### config.mk
export PLATFORM = sky130hd
export DESIGN_NAME = lzwd_ctrl
export DESIGN_NICKNAME = d
export VERILOG_FILES = /design/src/sv/lzwd_pkg.sv /design/src/sv/lzwd_ctrl.sv
export SDC_FILE = /design/constraint.sdc
export NUM_CORES = 1
export LEC_CHECK = 0
export BUFFER_PORTS_ARGS = -buffer_cell sky130_fd_sc_hd__buf_2
export CAP_MARGIN = 5
export CORE_AREA = 2 2 39 41
export DETAILED_ROUTE_END_ITERATION = 10
export DIE_AREA = 0 0 41 43
export SETUP_SLACK_MARGIN = 0.02
export SLEW_MARGIN = 5
export SYNTH_ARGS = -nofsm -noshare
export SYNTH_HDL_FRONTEND = slang
export SYNTH_SLANG_ARGS = --single-unit
### constraint.sdc
create_clock -name clk -period 1.1 [get_ports clk]
set_clock_uncertainty 0.2 [all_clocks]
set_input_delay 0.165 -clock clk [delete_from_list [all_inputs] [get_ports clk]]
set_output_delay 0.165 -clock clk [all_outputs]
set_load 0.05 [all_outputs]
### src/sv/lzwd_pkg.sv
// Shared types and constants for the LZ window decompressor.
`default_nettype none
package lzwd_pkg;

  localparam int WIN_SIZE = 1024;
  localparam int WIN_AW   = $clog2(WIN_SIZE);
  localparam int FILL_W   = WIN_AW + 1;
  localparam int ADDR_W   = 18;
  localparam int IMG_W    = 19;
  localparam int ROW_W    = 10;
  localparam int LEN_W    = 7;
  localparam int BYTE_W   = 8;
  localparam int CFG_AW   = 4;
  localparam int CFG_DW   = 32;
  localparam int OUT_DW   = 56;

  localparam logic [WIN_AW-1:0] PTR_START = WIN_AW'(958);
  localparam logic [LEN_W-1:0]  LEN_BIAS  = LEN_W'(3);
  localparam logic [7:0]        FLAG_MARK = 8'hFF;

  localparam logic [1:0] REG_IMAGE_BYTES   = 2'd0;
  localparam logic [1:0] REG_ROW_STRIDE    = 2'd1;
  localparam logic [1:0] REG_COLUMN_HEIGHT = 2'd2;
  localparam logic [1:0] REG_COLUMN_ORDER  = 2'd3;

  typedef enum logic [1:0] {
    ST_IDLE,
    ST_LIT,
    ST_CRD,
    ST_CWR
  } state_t;

  typedef enum logic [1:0] {
    TK_FLAG,
    TK_LIT,
    TK_HIGH,
    TK_LOW
  } tok_kind_t;

  typedef enum logic [1:0] {
    PH_START = 2'd0,
    PH_KIND  = 2'd1,
    PH_LOW   = 2'd2
  } tok_phase_t;

  typedef struct packed {
    logic [IMG_W-1:0] image_bytes;
    logic [ROW_W-1:0] row_stride;
    logic [ROW_W-1:0] column_height;
    logic             column_order;
  } cfg_regs_t;

  typedef struct packed {
    logic take_token;
    logic emit;
    logic emit_lit;
    logic rd;
  } dp_cmd_t;

  typedef struct packed {
    tok_kind_t kind;
    logic      out_free;
    logic      copy_end;
  } dp_status_t;

endpackage
`default_nettype wire

### src/sv/lzwd_ctrl.sv
// Control state machine: token intake, literal emit and copy read/write sequencing.
`default_nettype none
module lzwd_ctrl (
  input  wire                  clk,
  input  wire                  rst_n,
  input  wire                  in_tvalid,
  output logic                 in_tready,
  input  lzwd_pkg::dp_status_t status,
  output lzwd_pkg::dp_cmd_t    cmd
);
  import lzwd_pkg::*;

  state_t state_r, state_nxt;

  always_ff @(posedge clk) begin
    if (!rst_n) begin
      state_r <= ST_IDLE;
    end else begin
      state_r <= state_nxt;
    end
  end

  always_comb begin
    state_nxt = state_r;
    cmd       = '0;
    in_tready = 1'b0;
    case (state_r)
      ST_IDLE: begin
        in_tready = 1'b1;
        if (in_tvalid) begin
          cmd.take_token = 1'b1;
          case (status.kind)
            TK_LIT:  state_nxt = ST_LIT;
            TK_LOW:  state_nxt = ST_CRD;
            default: state_nxt = ST_IDLE;
          endcase
        end
      end
      ST_LIT: begin
        if (status.out_free) begin
          cmd.emit     = 1'b1;
          cmd.emit_lit = 1'b1;
          state_nxt    = ST_IDLE;
        end
      end
      ST_CRD: begin
        cmd.rd    = 1'b1;
        state_nxt = ST_CWR;
      end
      ST_CWR: begin
        if (status.out_free) begin
          cmd.emit  = 1'b1;
          state_nxt = status.copy_end ? ST_IDLE : ST_CRD;
        end
      end
      default: state_nxt = ST_IDLE;
    endcase
  end

endmodule
`default_nettype wire

# --- After elaboration in Yosys (flattened, before gate mapping) ---
# Index checks and enable logic that the tools add are counted.
totals:
  register_bits: 2
  latch_bits: 0
  ram_bits: 0
  mem_bits_ro: 0
  wordCells: 25
  n_memories: 0
op_classes:
  n_addsub: 0
  multipliers: 0
  div_mod_pow: 0
  magnitude_cmp: 0
  eq_ne: 8
  shift: 0
  mux: 14
  n_bitwise: 0
  n_reduce_logical: 2
ops:
  columns: ["op", "n"]
  rows:
  - ["$mux W2", 5]
  - ["$pmux W2 S4", 1]
  - ["$eq A2 B2 Y1 const B", 3]
  - ["$mux W1", 6]
  - ["$ne A2 B2 Y1 const B", 3]
  - ["$eq A2 B1 Y1 const B", 2]
  - ["$pmux W2 S2", 1]
  - ["$reduce_and A3 Y1", 1]
  - ["$logic_not A2 Y1", 1]
  - ["$pmux W1 S2", 1]

# --- Depth between registers and ports, before layout ---
# Gate-level depths: netlist of the first run.
depth:
  depth_word: 4
  ltp_mapped: 2
  ltp_nobuf: 2

# --- Least setup slack after synthesis of the first run ---
# OpenSTA, ideal clock, no wires.
synth_timing:
  path_kind: "reg2out"
  from: "register state_r[1]"
  to: "output port cmd[3] (netlist bit)"
  t_arrival_ns: 1.541
  required_time_ns: 0.735
  path_slack_ns: -0.806
  path_stages_with_launch: 3
  cell_sequence: "dfxtp_1 -> nor2_1 -> and2_1"
synth_rtl:
  columns: ["item", "line_no", "rtl"]
  rows:
  - ["start, declared", "lzwd_ctrl.sv:13", "state_t state_r, state_nxt;"]
  - ["start signal, assigned", "lzwd_ctrl.sv:19", "state_r <= state_nxt;"]
  - ["end, declared", "lzwd_ctrl.sv:9", "output lzwd_pkg::dp_cmd_t cmd"]

==> parameters.txt, run 1 <==
Parameter                              Value

Run status
  Outcome ... complete, but fails checks
  Violations in the final reports ... setup timing

Drt
  Count of vias placed by the detailed router ... between 150 and 200
  Via density ... around 3.6
  ANT nets after route ... 0
  Average detailed-routed wire length per instance ... just under 8 um
  Count of routing violations after the opening detailed-route iteration ... 0
  Post-Route WL ... 381 um
  DRC violation count after routing ... 0
  Number of iterations in the first detailed-routing pass ... 1

Worst hold path
  Worst hold path class ... in2reg
  Hold-critical path depth ... 3
  Start point of the worst min-delay path ... status[0]
  Terminating pin of the worst hold path ... state_r[1]

Setup path
  Setup Crit Path Kind ... reg2out
  Crit path capture type ... output pin
  Register-to-Register Path Depth ... 4
  Max FO, Critical Path ... 4
  Critical R2R Capture ... state_r[1]
  Data arrival, critical path ... approximately 0.96 ns
  Data required time at the worst endpoint ... between 0.7 and 0.8 ns
  Register-to-register path setup slack ... -0.19 ns
  Critical register-to-register path startpoint ... state_r[0]
  Critical path startpoint category ... flip-flop

Floorplanning
  Std cell rows ... 14
  Horizontal die dimension ... between 40 and 50 um
  Area inside the core boundary ... ~0.0014 mm^2
  Floorplan die area ... ~0.0018 mm^2
  Die span in y ... 43 um
  I/O pins ... 12
  Initial cell density of the core ... 0.0832

Global route
  Vias in the first global route ... 173
  Number of antenna violations at the first check in global routing ... 0
  Tot GR Track Use ... 0.0561
  Total gr overflow ... 0
  First-pass GRT wire length ... approximately 580 um
  Largest net degree at the start of global routing ... 5

Power and ir drop
  Clock network fraction of total power ... 0.403
  Total leakage power ... between 0.15 and 0.2 nW
  Proportion of power drawn by combinational gates ... 0.380
  Switching power total ... roughly 0.00013 W
  Peak ir drop on the vdd network ... ~0.24 mV
  Internal Dissipation ... 0.000272 W
  Sequential share of power ... 0.216
  Net switching share of the total power ... 0.327
  Power Dens Cells ... about 1200 mW/mm^2

Timing
  Worst Setup Slack, final ... -0.228 ns
  Final max-slew violation count ... 0
  Unrepaired setup endpoints after global routing ... true
  Final Cycle Share ... 1.21
  Count of final setup violators ... 7
  Relative max-transition margin ... 0.904
  Shortest clock period the worst path allows after layout ... around 1.3 ns
  Sum of negative setup slack ... -1.25 ns
  Maximum frequency from static timing analysis ... roughly 0.75 GHz
  Number of hold-slack violations in the final timing report ... 0
  Actual transition at the worst max-transition pin ... 0.146 ns

Clock tree
  Number of buffers inserted during clock tree synthesis ... 3
  Number of sinks on the clock net ... 2
  Clock tree buffer depth ... 2
  CTS tree ... built
  Clock H-tree levels ... 1
  Clock Pin Slew Worst Setup and Hold Paths ... 0.03 ns
  Cell at the root of the clock tree ... clkbuf_4
  Clock latency on the worst-skew pair ... 0.22 ns

Placed design
  Routability cong. ... roughly 0.54
  Number of buffers inserted by port buffering ... 11
  Pre-CTS WS ... -0.0883 ns

Synthesis
  Distinct cell type count after synthesis ... 10
  Synth Warn # ... 0
  #FFs+latches synth ... 2
  Yosys top cell by area ... dfxtp_1
  Sequential cell area fraction in the yosys report ... 0.348
  Syn Inst Count ... 13
  Post-synth net total ... 20
  Avg Cell Area, Syn ... 8.85 um^2
  Cell area after technology mapping ... 115 um^2
  Share of the synthesized area in the top cell type ... 0.348
  Cell types with the largest area share after synthesis ... dfxtp_1 (35%), o221a_1 (9.8%), o311a_2 (9.8%)

Layout
  Area grow syn2layout ... 186%
  Final core area utilization ... 0.238
  Top reg by flops ... state_r
  Fraction of final layout cells sized beyond drive strength 1 ... 0.844
  Flip-flop count of the largest register after layout ... 2
  Number of inserted diodes ... 0
  Layout fillers ... approximately 150
  Largest registers ... state_r x2
  Count of nets after finishing ... a little over 40

Flow run
  Max_cap viols ... 0
## metal layers
layer  GRT usage  vias to the layer above  part of all wire
li1            -                       88                 -
met1      0.0255                       75              0.32
met2      0.0875                        8              0.56
met3      0.0419                        0              0.12
met4      0.0800                        0                 0
met5           0                        -                 0
## what timing repair did
item,4_1_cts,5_1_grt
pin swaps,1,1
hold buffers,1,0
gates resized for setup,11,5
buffers inserted,1,1
endpoints found under the setup margin,7,7
hold endpoints to repair,2,0
## Yosys cell counts
master   count
and4b_1      1
nand2_1      2
dfxtp_1      2
and2b_2      1
and2_1       1
o311a_2      1
and3b_1      1
nor2_1       2
o221a_1      1
inv_1        1
## worst max-delay path, cell delays in order, from the launching register on
cell,delay (ns)
dfxtp_4,0.37
and2b_2,0.22
buf_6,0.15
## area by class of cell
cell class / count / area (um^2) / area share
flip-flops and latches: 2 / 47.5 / 0.144
well taps: 16 / 20.0 / 0.0608
clock buffers: 3 / 22.5 / 0.0684
inverters: 1 / 7.51 / 0.0228
multi-input cells: 10 / 101 / 0.308
repair buffers: 16 / 130 / 0.395
## worst max path at each step
stage	start	endpoint	slack, ns	cells after the start
after floorplan	state_r[1]	cmd[3]	-0.20	2
after global placement	state_r[1]	cmd[0]	-0.09	2
after detailed placement	state_r[1]	cmd[0]	-0.09	2
after CTS	state_r[0]	cmd[0]	-0.23	2
after global routing	state_r[0]	cmd[0]	-0.26	2
final	state_r[0]	cmd[0]	-0.23	2
## power by group through the flow
| stage | Clock, W | Sequential (W) | Combinational (W) |
|---|---|---|---|
| CTS | 0.000179 | 0.0000874 | 0.000140 |
| global placement | 0 | 0.0000899 | 0.000112 |
| finish | 0.000163 | 0.0000872 | 0.000153 |
| global route | 0.000189 | 0.0000875 | 0.000162 |
| detailed placement | 0 | 0.0000896 | 0.000112 |
| floorplan | 0 | 0.0000887 | 0.0000803 |
## placed cells by master (no fill, tap or decap), drive strengths merged, types with 2 or more instances in the layout
| cell type | count |
|---|---|
| nand2 | 2 |
| clkbuf | 3 |
| nor2 | 2 |
| dfxtp | 2 |
| buf | 15 |
## logic make-up (layout without fill, tap and decap cells)
family / Yosys count / after routing / synth area share
AND/OR/NAND/NOR: 8 / 8 / 0.424
flip-flops: 2 / 2 / 0.348
buffers and inverters: 1 / 20 / 0.0326
AO/OA/AOI/OAI: 2 / 2 / 0.196
## through the flow
step / total power (W) / instances / hold slack (ns) / area, um^2
6_report: 0.000403 / 48 / 0.0841 / 329
5_1_grt: 0.000439 / 48 / 0.0806 / 329
3_5_place_dp: 0.000202 / 42 / 0.219 / 225
4_1_cts: 0.000406 / 47 / 0.0746 / 297
3_3_place_gp: 0.000201 / 42 / 0.224 / 225
2_1_floorplan: 0.000169 / 13 / 0.0980 / 135
No activity file was read; power rests on OpenSTA's default activity.
==> run 2: changes to the inputs <==
Clock period 1.1 ns to 1.5 ns, I/O delays scaled along.
==> run 2 against run 1 <==
The run now ends clean. Global-route usage is 1.4 points lower. Utilization is 6.7 points lower. Clock-buffer cell count stayed put. Non-clock buffer count is 5 lower. Setup slack better by 0.29 ns. First-iteration DRC count is 3 higher. Cell count is 10% lower. Highest routed layer unchanged.
==> parameters.txt, run 2 (same netlist as run 1, synthesis figures left out) <==
Parameter                              Value

Global route
  Tot GR Track Use ... 0.0421 (was 0.0561)
  First-pass GRT wire length ... 372 um (was 579 um)
  Largest net degree at the start of global routing ... 7 (was 5)
  Total gr overflow ... 0 (unchanged)
  Vias in the first global route ... 128 (was 173)
  Number of antenna violations at the first check in global routing ... 0 (unchanged)

Layout
  Flip-flop count of the largest register after layout ... 2 (unchanged)
  Top reg by flops ... state_r (unchanged)
  Final core area utilization ... 0.171 (was 0.238)
  Top library cells by usage in the layout, fill and taps aside ... buf_2 (8), clkbuf_4 (3), buf_4 (3) (was buf_2 (6), buf_4 (4), buf_6 (4))
  Final Non-Filler Cells ... 43 (was 48)
  Fraction of final layout cells sized beyond drive strength 1 ... 0.778 (was 0.844)
  Area grow syn2layout ... 105% (was 186%)
  Number of inserted diodes ... 0 (unchanged)
  Largest registers ... state_r x2 (unchanged)
  Count of nets after finishing ... 36 (was 41)
  Leading cell type in the layout, fill and taps excluded ... buf_2 (unchanged)

Setup path
  Register-to-Register Path Depth ... 2 (was 4)
  Critical path startpoint category ... flip-flop (unchanged)
  Max FO, Critical Path ... 5 (was 4)
  Crit path capture ... cmd[0] (unchanged)
  Critical R2R Capture ... state_r[1] (unchanged)
  Ordered list of cells on the worst path ... and2b_2, buf_2 (was and2b_2, buf_6)
  Crit path capture type ... output pin (unchanged)
  Setup Crit Path Kind ... reg2out (unchanged)
  Max stage delay cell, worst path ... dfxtp_2 (was dfxtp_4)
  Critical register-to-register path startpoint ... state_r[0] (unchanged)
  CP Launch Point ... state_r[0] (unchanged)
  Worst stage delay on the critical path ... 0.37 ns (about the same)
  Data arrival, critical path ... 1.01 ns (was 0.96 ns)
  Data required time at the worst endpoint ... 1.07 ns (was 0.73 ns)
  Register-to-register path setup slack ... 0.36 ns (was -0.19 ns)

Clock tree
  Setup Buffers After CTS ... 0 (was 1)
  Number of gates resized after CTS ... 4 (was 11)
  Cts hold-fix bufs ... 0 (was 1)
  Clock Pin Slew Worst Setup and Hold Paths ... 0.03 ns (about the same)
  Number of buffers inserted during clock tree synthesis ... 3 (unchanged)
  Clock tree buffer depth ... 2 (unchanged)
  Clock H-tree levels ... 1 (unchanged)
  Number of sinks on the clock net ... 2 (unchanged)
  CTS tree ... built (unchanged)
  Cell at the root of the clock tree ... clkbuf_4 (unchanged)
  Clock latency on the worst-skew pair ... 0.22 ns (about the same)

Run status
  Outcome ... finished clean (was complete, but fails checks)

Timing
  Final max-slew violation count ... 0 (unchanged)
  Final Cycle Share ... 0.956
  Sum of negative setup slack ... 0 ns (was -1.25 ns)
  Relative max-transition margin ... 0.836 (was 0.904)
  Shortest clock period the worst path allows after layout ... 1.43 ns
  Worst Setup Slack, final ... 0.0664 ns (was -0.228 ns)
  Unrepaired setup endpoints after global routing ... false (was true)
  Actual transition at the worst max-transition pin ... 0.248 ns (was 0.146 ns)
  Number of hold-slack violations in the final timing report ... 0 (unchanged)
  Count of final setup violators ... 0 (was 7)
  Maximum frequency from static timing analysis ... between 0.6 and 0.7 GHz

Power and ir drop
  Peak ir drop on the vdd network ... 0.194 mV (was 0.237 mV)
  Power Dens Cells ... 1090 mW/mm^2 (was 1230 mW/mm^2)
  Final Total Pwr ... 0.000259 W (was 0.000403 W)
  Total leakage power ... 0.128 nW (was 0.158 nW)

Placed design
  Number of buffers inserted by port buffering ... 11 (unchanged)
  Number of placed instances with taps included ... 40 (was 42)
  Routability cong. ... 0.438 (was 0.543)
  Pre-CTS WS ... 0.164 ns (was -0.0883 ns)

Drt
  ANT nets after route ... 0 (unchanged)
  Number of iterations in the first detailed-routing pass ... 2 (was 1)
  Average detailed-routed wire length per instance ... 7.30 um (was 7.94 um)
  Count of vias placed by the detailed router ... 148 (was 171)
  Post-Route WL ... 314 um (was 381 um)
  DRC violation count after routing ... 0 (unchanged)
  Via density ... 3.44 (was 3.56)
  Count of routing violations after the opening detailed-route iteration ... 3 (was 0)

Floorplanning
  I/O pins ... 12 (unchanged)
  Horizontal die dimension ... 41 um (unchanged)
  Std cell rows ... 14 (unchanged)
  Initial cell density of the core ... 0.0832 (unchanged)
  Die span in y ... 43 um (unchanged)
  Floorplan die area ... 0.00176 mm^2 (unchanged)
  Area inside the core boundary ... 0.00138 mm^2 (unchanged)

Worst hold path
  Worst hold path class ... in2reg (unchanged)
  Start point of the worst min-delay path ... rst_n (was status[0])

Flow run
  Max_cap viols ... 0 (unchanged)
-- run 2: power by group --
part	internal [W]	switching, W	leakage (nW)
clock network	0.0000881	0.0000290	0.0138
logic	0.0000280	0.0000491	0.0967
registers	0.0000576	0.00000677	0.0175
total	0.000174	0.0000849	0.128
-- run 2: area by class of cell --
cell class | instances | area (um^2)
fill | 159 | 1150
multi-input combinational | 10 | 82.6
timing repair buffer | 11 | 62.6
sequential | 2 | 45.0
clock buffer | 3 | 22.5
tap | 16 | 20.0
inverter | 1 | 3.75
-- run 2: worst min-delay path by stage --
| stage | end | slack, ns | depth (start not counted) |
|---|---|---|---|
| after floorplan | state_r[0] | 0.17 | 1 |
| after global placement | state_r[0] | 0.29 | 2 |
| after detailed placement | state_r[0] | 0.29 | 2 |
| after CTS | state_r[0] | 0.04 | 2 |
| after global routing | state_r[0] | 0.03 | 2 |
| final | state_r[0] | 0.05 | 2 |
-- run 2: worst max-delay path: cells and delay by family, from the launching register on --
family	cells	cell delay, ns
flops	1	0.37
simple gates	1	0.22
buf+inv	1	0.20
-- run 2: stage by stage --
stage / hold slack, ns / cell area [um^2]
after floorplan: 0.165 / 126
after global placement: 0.286 / 201
after detailed placement: 0.286 / 201
after CTS: 0.0408 / 231
after global routing: 0.0341 / 236
final: 0.0518 / 236
-- run 2: per-layer routing --
metal	wire [um]	share of wire	GRT usage	up-vias
met1	100	0.32	0.0128	63
met2	178	0.57	0.0625	8
met4	0	0	0.100	0
met5	0	0	0	-
met3	35	0.11	0.0157	0
li1	-	-	-	77
==> run 3: changes to the inputs <==
Settings changed: CELL_PAD_IN_SITES_DETAIL_PLACEMENT from default to 1, CELL_PAD_IN_SITES_GLOBAL_PLACEMENT from default to 1, CTS_BUF_LIST from default to sky130_fd_sc_hd__clkbuf_16, PLACE_DENSITY_LB_ADDON from default to 0.1, SKIP_LAST_GASP from default to 1.
==> run 3 against run 2 <==
Clock-buffer cell count did not move. Power is 110% higher. Routed wire length grew 34%. Non-clock buffer count unchanged. Critical path depth rose by 1. Clock power rose to 3.4 times the previous value. Global-route usage increased by 2.6 points. Critical path type unchanged.
==> parameters.txt, run 3 (same netlist as run 1, synthesis figures left out) <==
Parameter                              Value

Drt
  Via density ... 3.72 (was 3.44)
  Average detailed-routed wire length per instance ... 9.79 um (was 7.30 um)
  Met2 WL post-DR ... 217 um (was 178 um)
  ANT nets after route ... 0 (unchanged)
  Count of routing violations after the opening detailed-route iteration ... 2 (was 3)
  DRC violation count after routing ... 0 (unchanged)
  Post-Route WL ... 421 um (was 314 um)
  Routed met1 length ... 142 um (was 100 um)
  Top Metal Used ... met3 (unchanged)
  Count of vias placed by the detailed router ... 160 (was 148)
  Number of iterations in the first detailed-routing pass ... 3 (was 2)
  Wire length on met3 ... 60 um (was 35 um)

Timing
  Number of hold-slack violations in the final timing report ... 0 (unchanged)
  Shortest clock period the worst path allows after layout ... 1.45 ns (was 1.43 ns)
  Final Cycle Share ... 0.968 (was 0.956)
  Unrepaired setup endpoints after global routing ... true (was false)
  Worst Setup Slack, final ... 0.0479 ns (was 0.0664 ns)
  Relative max-transition margin ... 0.832 (was 0.836)
  Actual transition at the worst max-transition pin ... 0.253 ns (was 0.248 ns)
  Count of final setup violators ... 0 (unchanged)
  Final max-slew violation count ... 0 (unchanged)
  Maximum frequency from static timing analysis ... 0.689 GHz (was 0.698 GHz)
  Sum of negative setup slack ... 0 ns (unchanged)

Floorplanning
  Floorplan die area ... 0.00176 mm^2 (unchanged)
  Die span in y ... 43 um (unchanged)
  I/O pins ... 12 (unchanged)
  Area inside the core boundary ... 0.00138 mm^2 (unchanged)
  Initial cell density of the core ... 0.0832 (unchanged)
  Std cell rows ... 14 (unchanged)
  Horizontal die dimension ... 41 um (unchanged)

Worst hold path
  Start point of the worst min-delay path ... rst_n (unchanged)
  Terminating pin of the worst hold path ... state_r[0] (unchanged)
  Worst hold path class ... in2reg (unchanged)
  Hold-critical path depth ... 2 (unchanged)

Placed design
  Number of buffers inserted by port buffering ... 11 (unchanged)
  Routability cong. ... 0.559 (was 0.438)
  Detailed-placement wirelength estimate ... about 340 um
  Pre-CTS WS ... 0.117 ns (was 0.164 ns)

Setup path
  Register-to-register path setup slack ... 0.34 ns (was 0.36 ns)
  Max FO, Critical Path ... 6 (was 5)
  Register-to-Register Path Depth ... 2 (unchanged)
  Critical path startpoint category ... flip-flop (unchanged)
  Critical register-to-register path startpoint ... state_r[0] (unchanged)
  Crit path capture type ... output pin (unchanged)
  Critical R2R Capture ... state_r[1] (unchanged)
  Data arrival, critical path ... 1.03 ns (was 1.01 ns)
  Setup Crit Path Kind ... reg2out (unchanged)
  Data required time at the worst endpoint ... 1.07 ns (about the same)

Clock tree
  Clock Pin Slew Worst Setup and Hold Paths ... 0.03 ns (about the same)
  Clock tree buffer depth ... 2 (unchanged)
  Cts hold-fix bufs ... 0 (unchanged)
  Clock H-tree levels ... 1 (unchanged)
  Cell at the root of the clock tree ... clkbuf_16 (was clkbuf_4)
  Number of buffers inserted during clock tree synthesis ... 3 (unchanged)
  Clock latency on the worst-skew pair ... 0.22 ns (about the same)
  Setup Buffers After CTS ... 0 (unchanged)
  CTS tree ... built (unchanged)
  Number of sinks on the clock net ... 2 (unchanged)

Layout
  Count of nets after finishing ... 36 (unchanged)
  Fraction of final layout cells sized beyond drive strength 1 ... 0.815 (was 0.778)
  Flip-flop count of the largest register after layout ... 2 (unchanged)
  Final core area utilization ... 0.212 (was 0.171)
  Number of inserted diodes ... 0 (unchanged)
  Area grow syn2layout ... 154% (was 105%)
  Top reg by flops ... state_r (unchanged)
  Layout fillers ... 156 (was 159)
  Largest registers ... state_r x2 (unchanged)
  Top library cells by usage in the layout, fill and taps aside ... buf_2 (8), clkbuf_16 (3), dfxtp_2 (2) (was buf_2 (8), clkbuf_4 (3), buf_4 (3))
  Leading cell type in the layout, fill and taps excluded ... buf_2 (unchanged)

Global route
  Total gr overflow ... 0 (unchanged)
  Tot GR Track Use ... 0.0681 (was 0.0421)
  Number of antenna violations at the first check in global routing ... 0 (unchanged)
  Largest net degree at the start of global routing ... 7 (unchanged)
  First-pass GRT wire length ... 662 um (was 372 um)
  Vias in the first global route ... 168 (was 128)

Run status
  Outcome ... finished clean (unchanged)

Power and ir drop
  Total leakage power ... 0.152 nW (was 0.128 nW)
  Power Dens Cells ... 1850 mW/mm^2 (was 1090 mW/mm^2)
  Peak ir drop on the vdd network ... 0.477 mV (was 0.194 mV)

Flow run
  Max_cap viols ... 0 (unchanged)
[run 3: cell types whose count changed in the layout (fill, tap and decap cells not counted)]
| cell | delta |
|---|---|
| buf_4 | -2 |
| nand2_2 | +1 |
| clkbuf_4 | -2 |
| dfxtp_4 | -1 |
| clkbuf_16 | +3 |
| buf_6 | +1 |
| dfxtp_2 | +1 |
| nand2_1 | -1 |
[run 3: worst max-delay path by stage]
stage	from	end	slack (ns)
after floorplan	state_r[1]	cmd[3]	0.07
after global placement	state_r[0]	cmd[1]	0.14
after detailed placement	state_r[0]	cmd[1]	0.12
after CTS	state_r[0]	cmd[3]	0.03
after global routing	state_r[0]	cmd[3]	0.004
final	state_r[1]	cmd[3]	0.05
[run 3: layout make-up]
type / instances / area, um^2 / area share
Clock buffer: 3 / 75.1 / 0.256
Tap cell: 16 / 20.0 / 0.0684
Inverter: 1 / 3.75 / 0.0128
Timing Repair Buffer: 11 / 66.3 / 0.226
Sequential cell: 2 / 42.5 / 0.145
Multi-Input combinational cell: 10 / 85.1 / 0.291
[run 3: routing by layer]
metal / vias up / GRT usage
li1: 78 / -
met1: 74 / 0.0479
met2: 8 / 0.0906
met3: 0 / 0.0628
met4: 0 / 0.0800
met5: - / 0
[run 3: through the flow]
stage,total power (W),hold WS (ns),std cells,cell area (um^2)
floorplan,0.000120,0.165,13,126
global placement,0.000140,0.290,40,201
detailed placement,0.000141,0.288,40,201
CTS,0.000548,0.0527,43,284
global route,0.000571,0.0526,43,293
finish,0.000543,0.0541,43,293
[run 3: worst max-delay path, cell delays in order (launching register included)]
cell	delay, ns
dfxtp_2	0.39
nor2_4	0.04
and2_2	0.18
clkbuf_4	0.20
[run 3: repair_timing]
action | CTS | global route
resized for setup | 4 | 3
pin swaps | 0 | 0
setup endpoints to repair | 4 | 3
[run 3: power by group]
part           total (W)  leakage (nW)  internal, W  switching [W]
Clock           0.000396        0.0370     0.000339      0.0000576
Sequential     0.0000663        0.0172    0.0000586     0.00000776
Combinational  0.0000798        0.0978    0.0000288      0.0000510
Total           0.000543         0.152     0.000426       0.000116
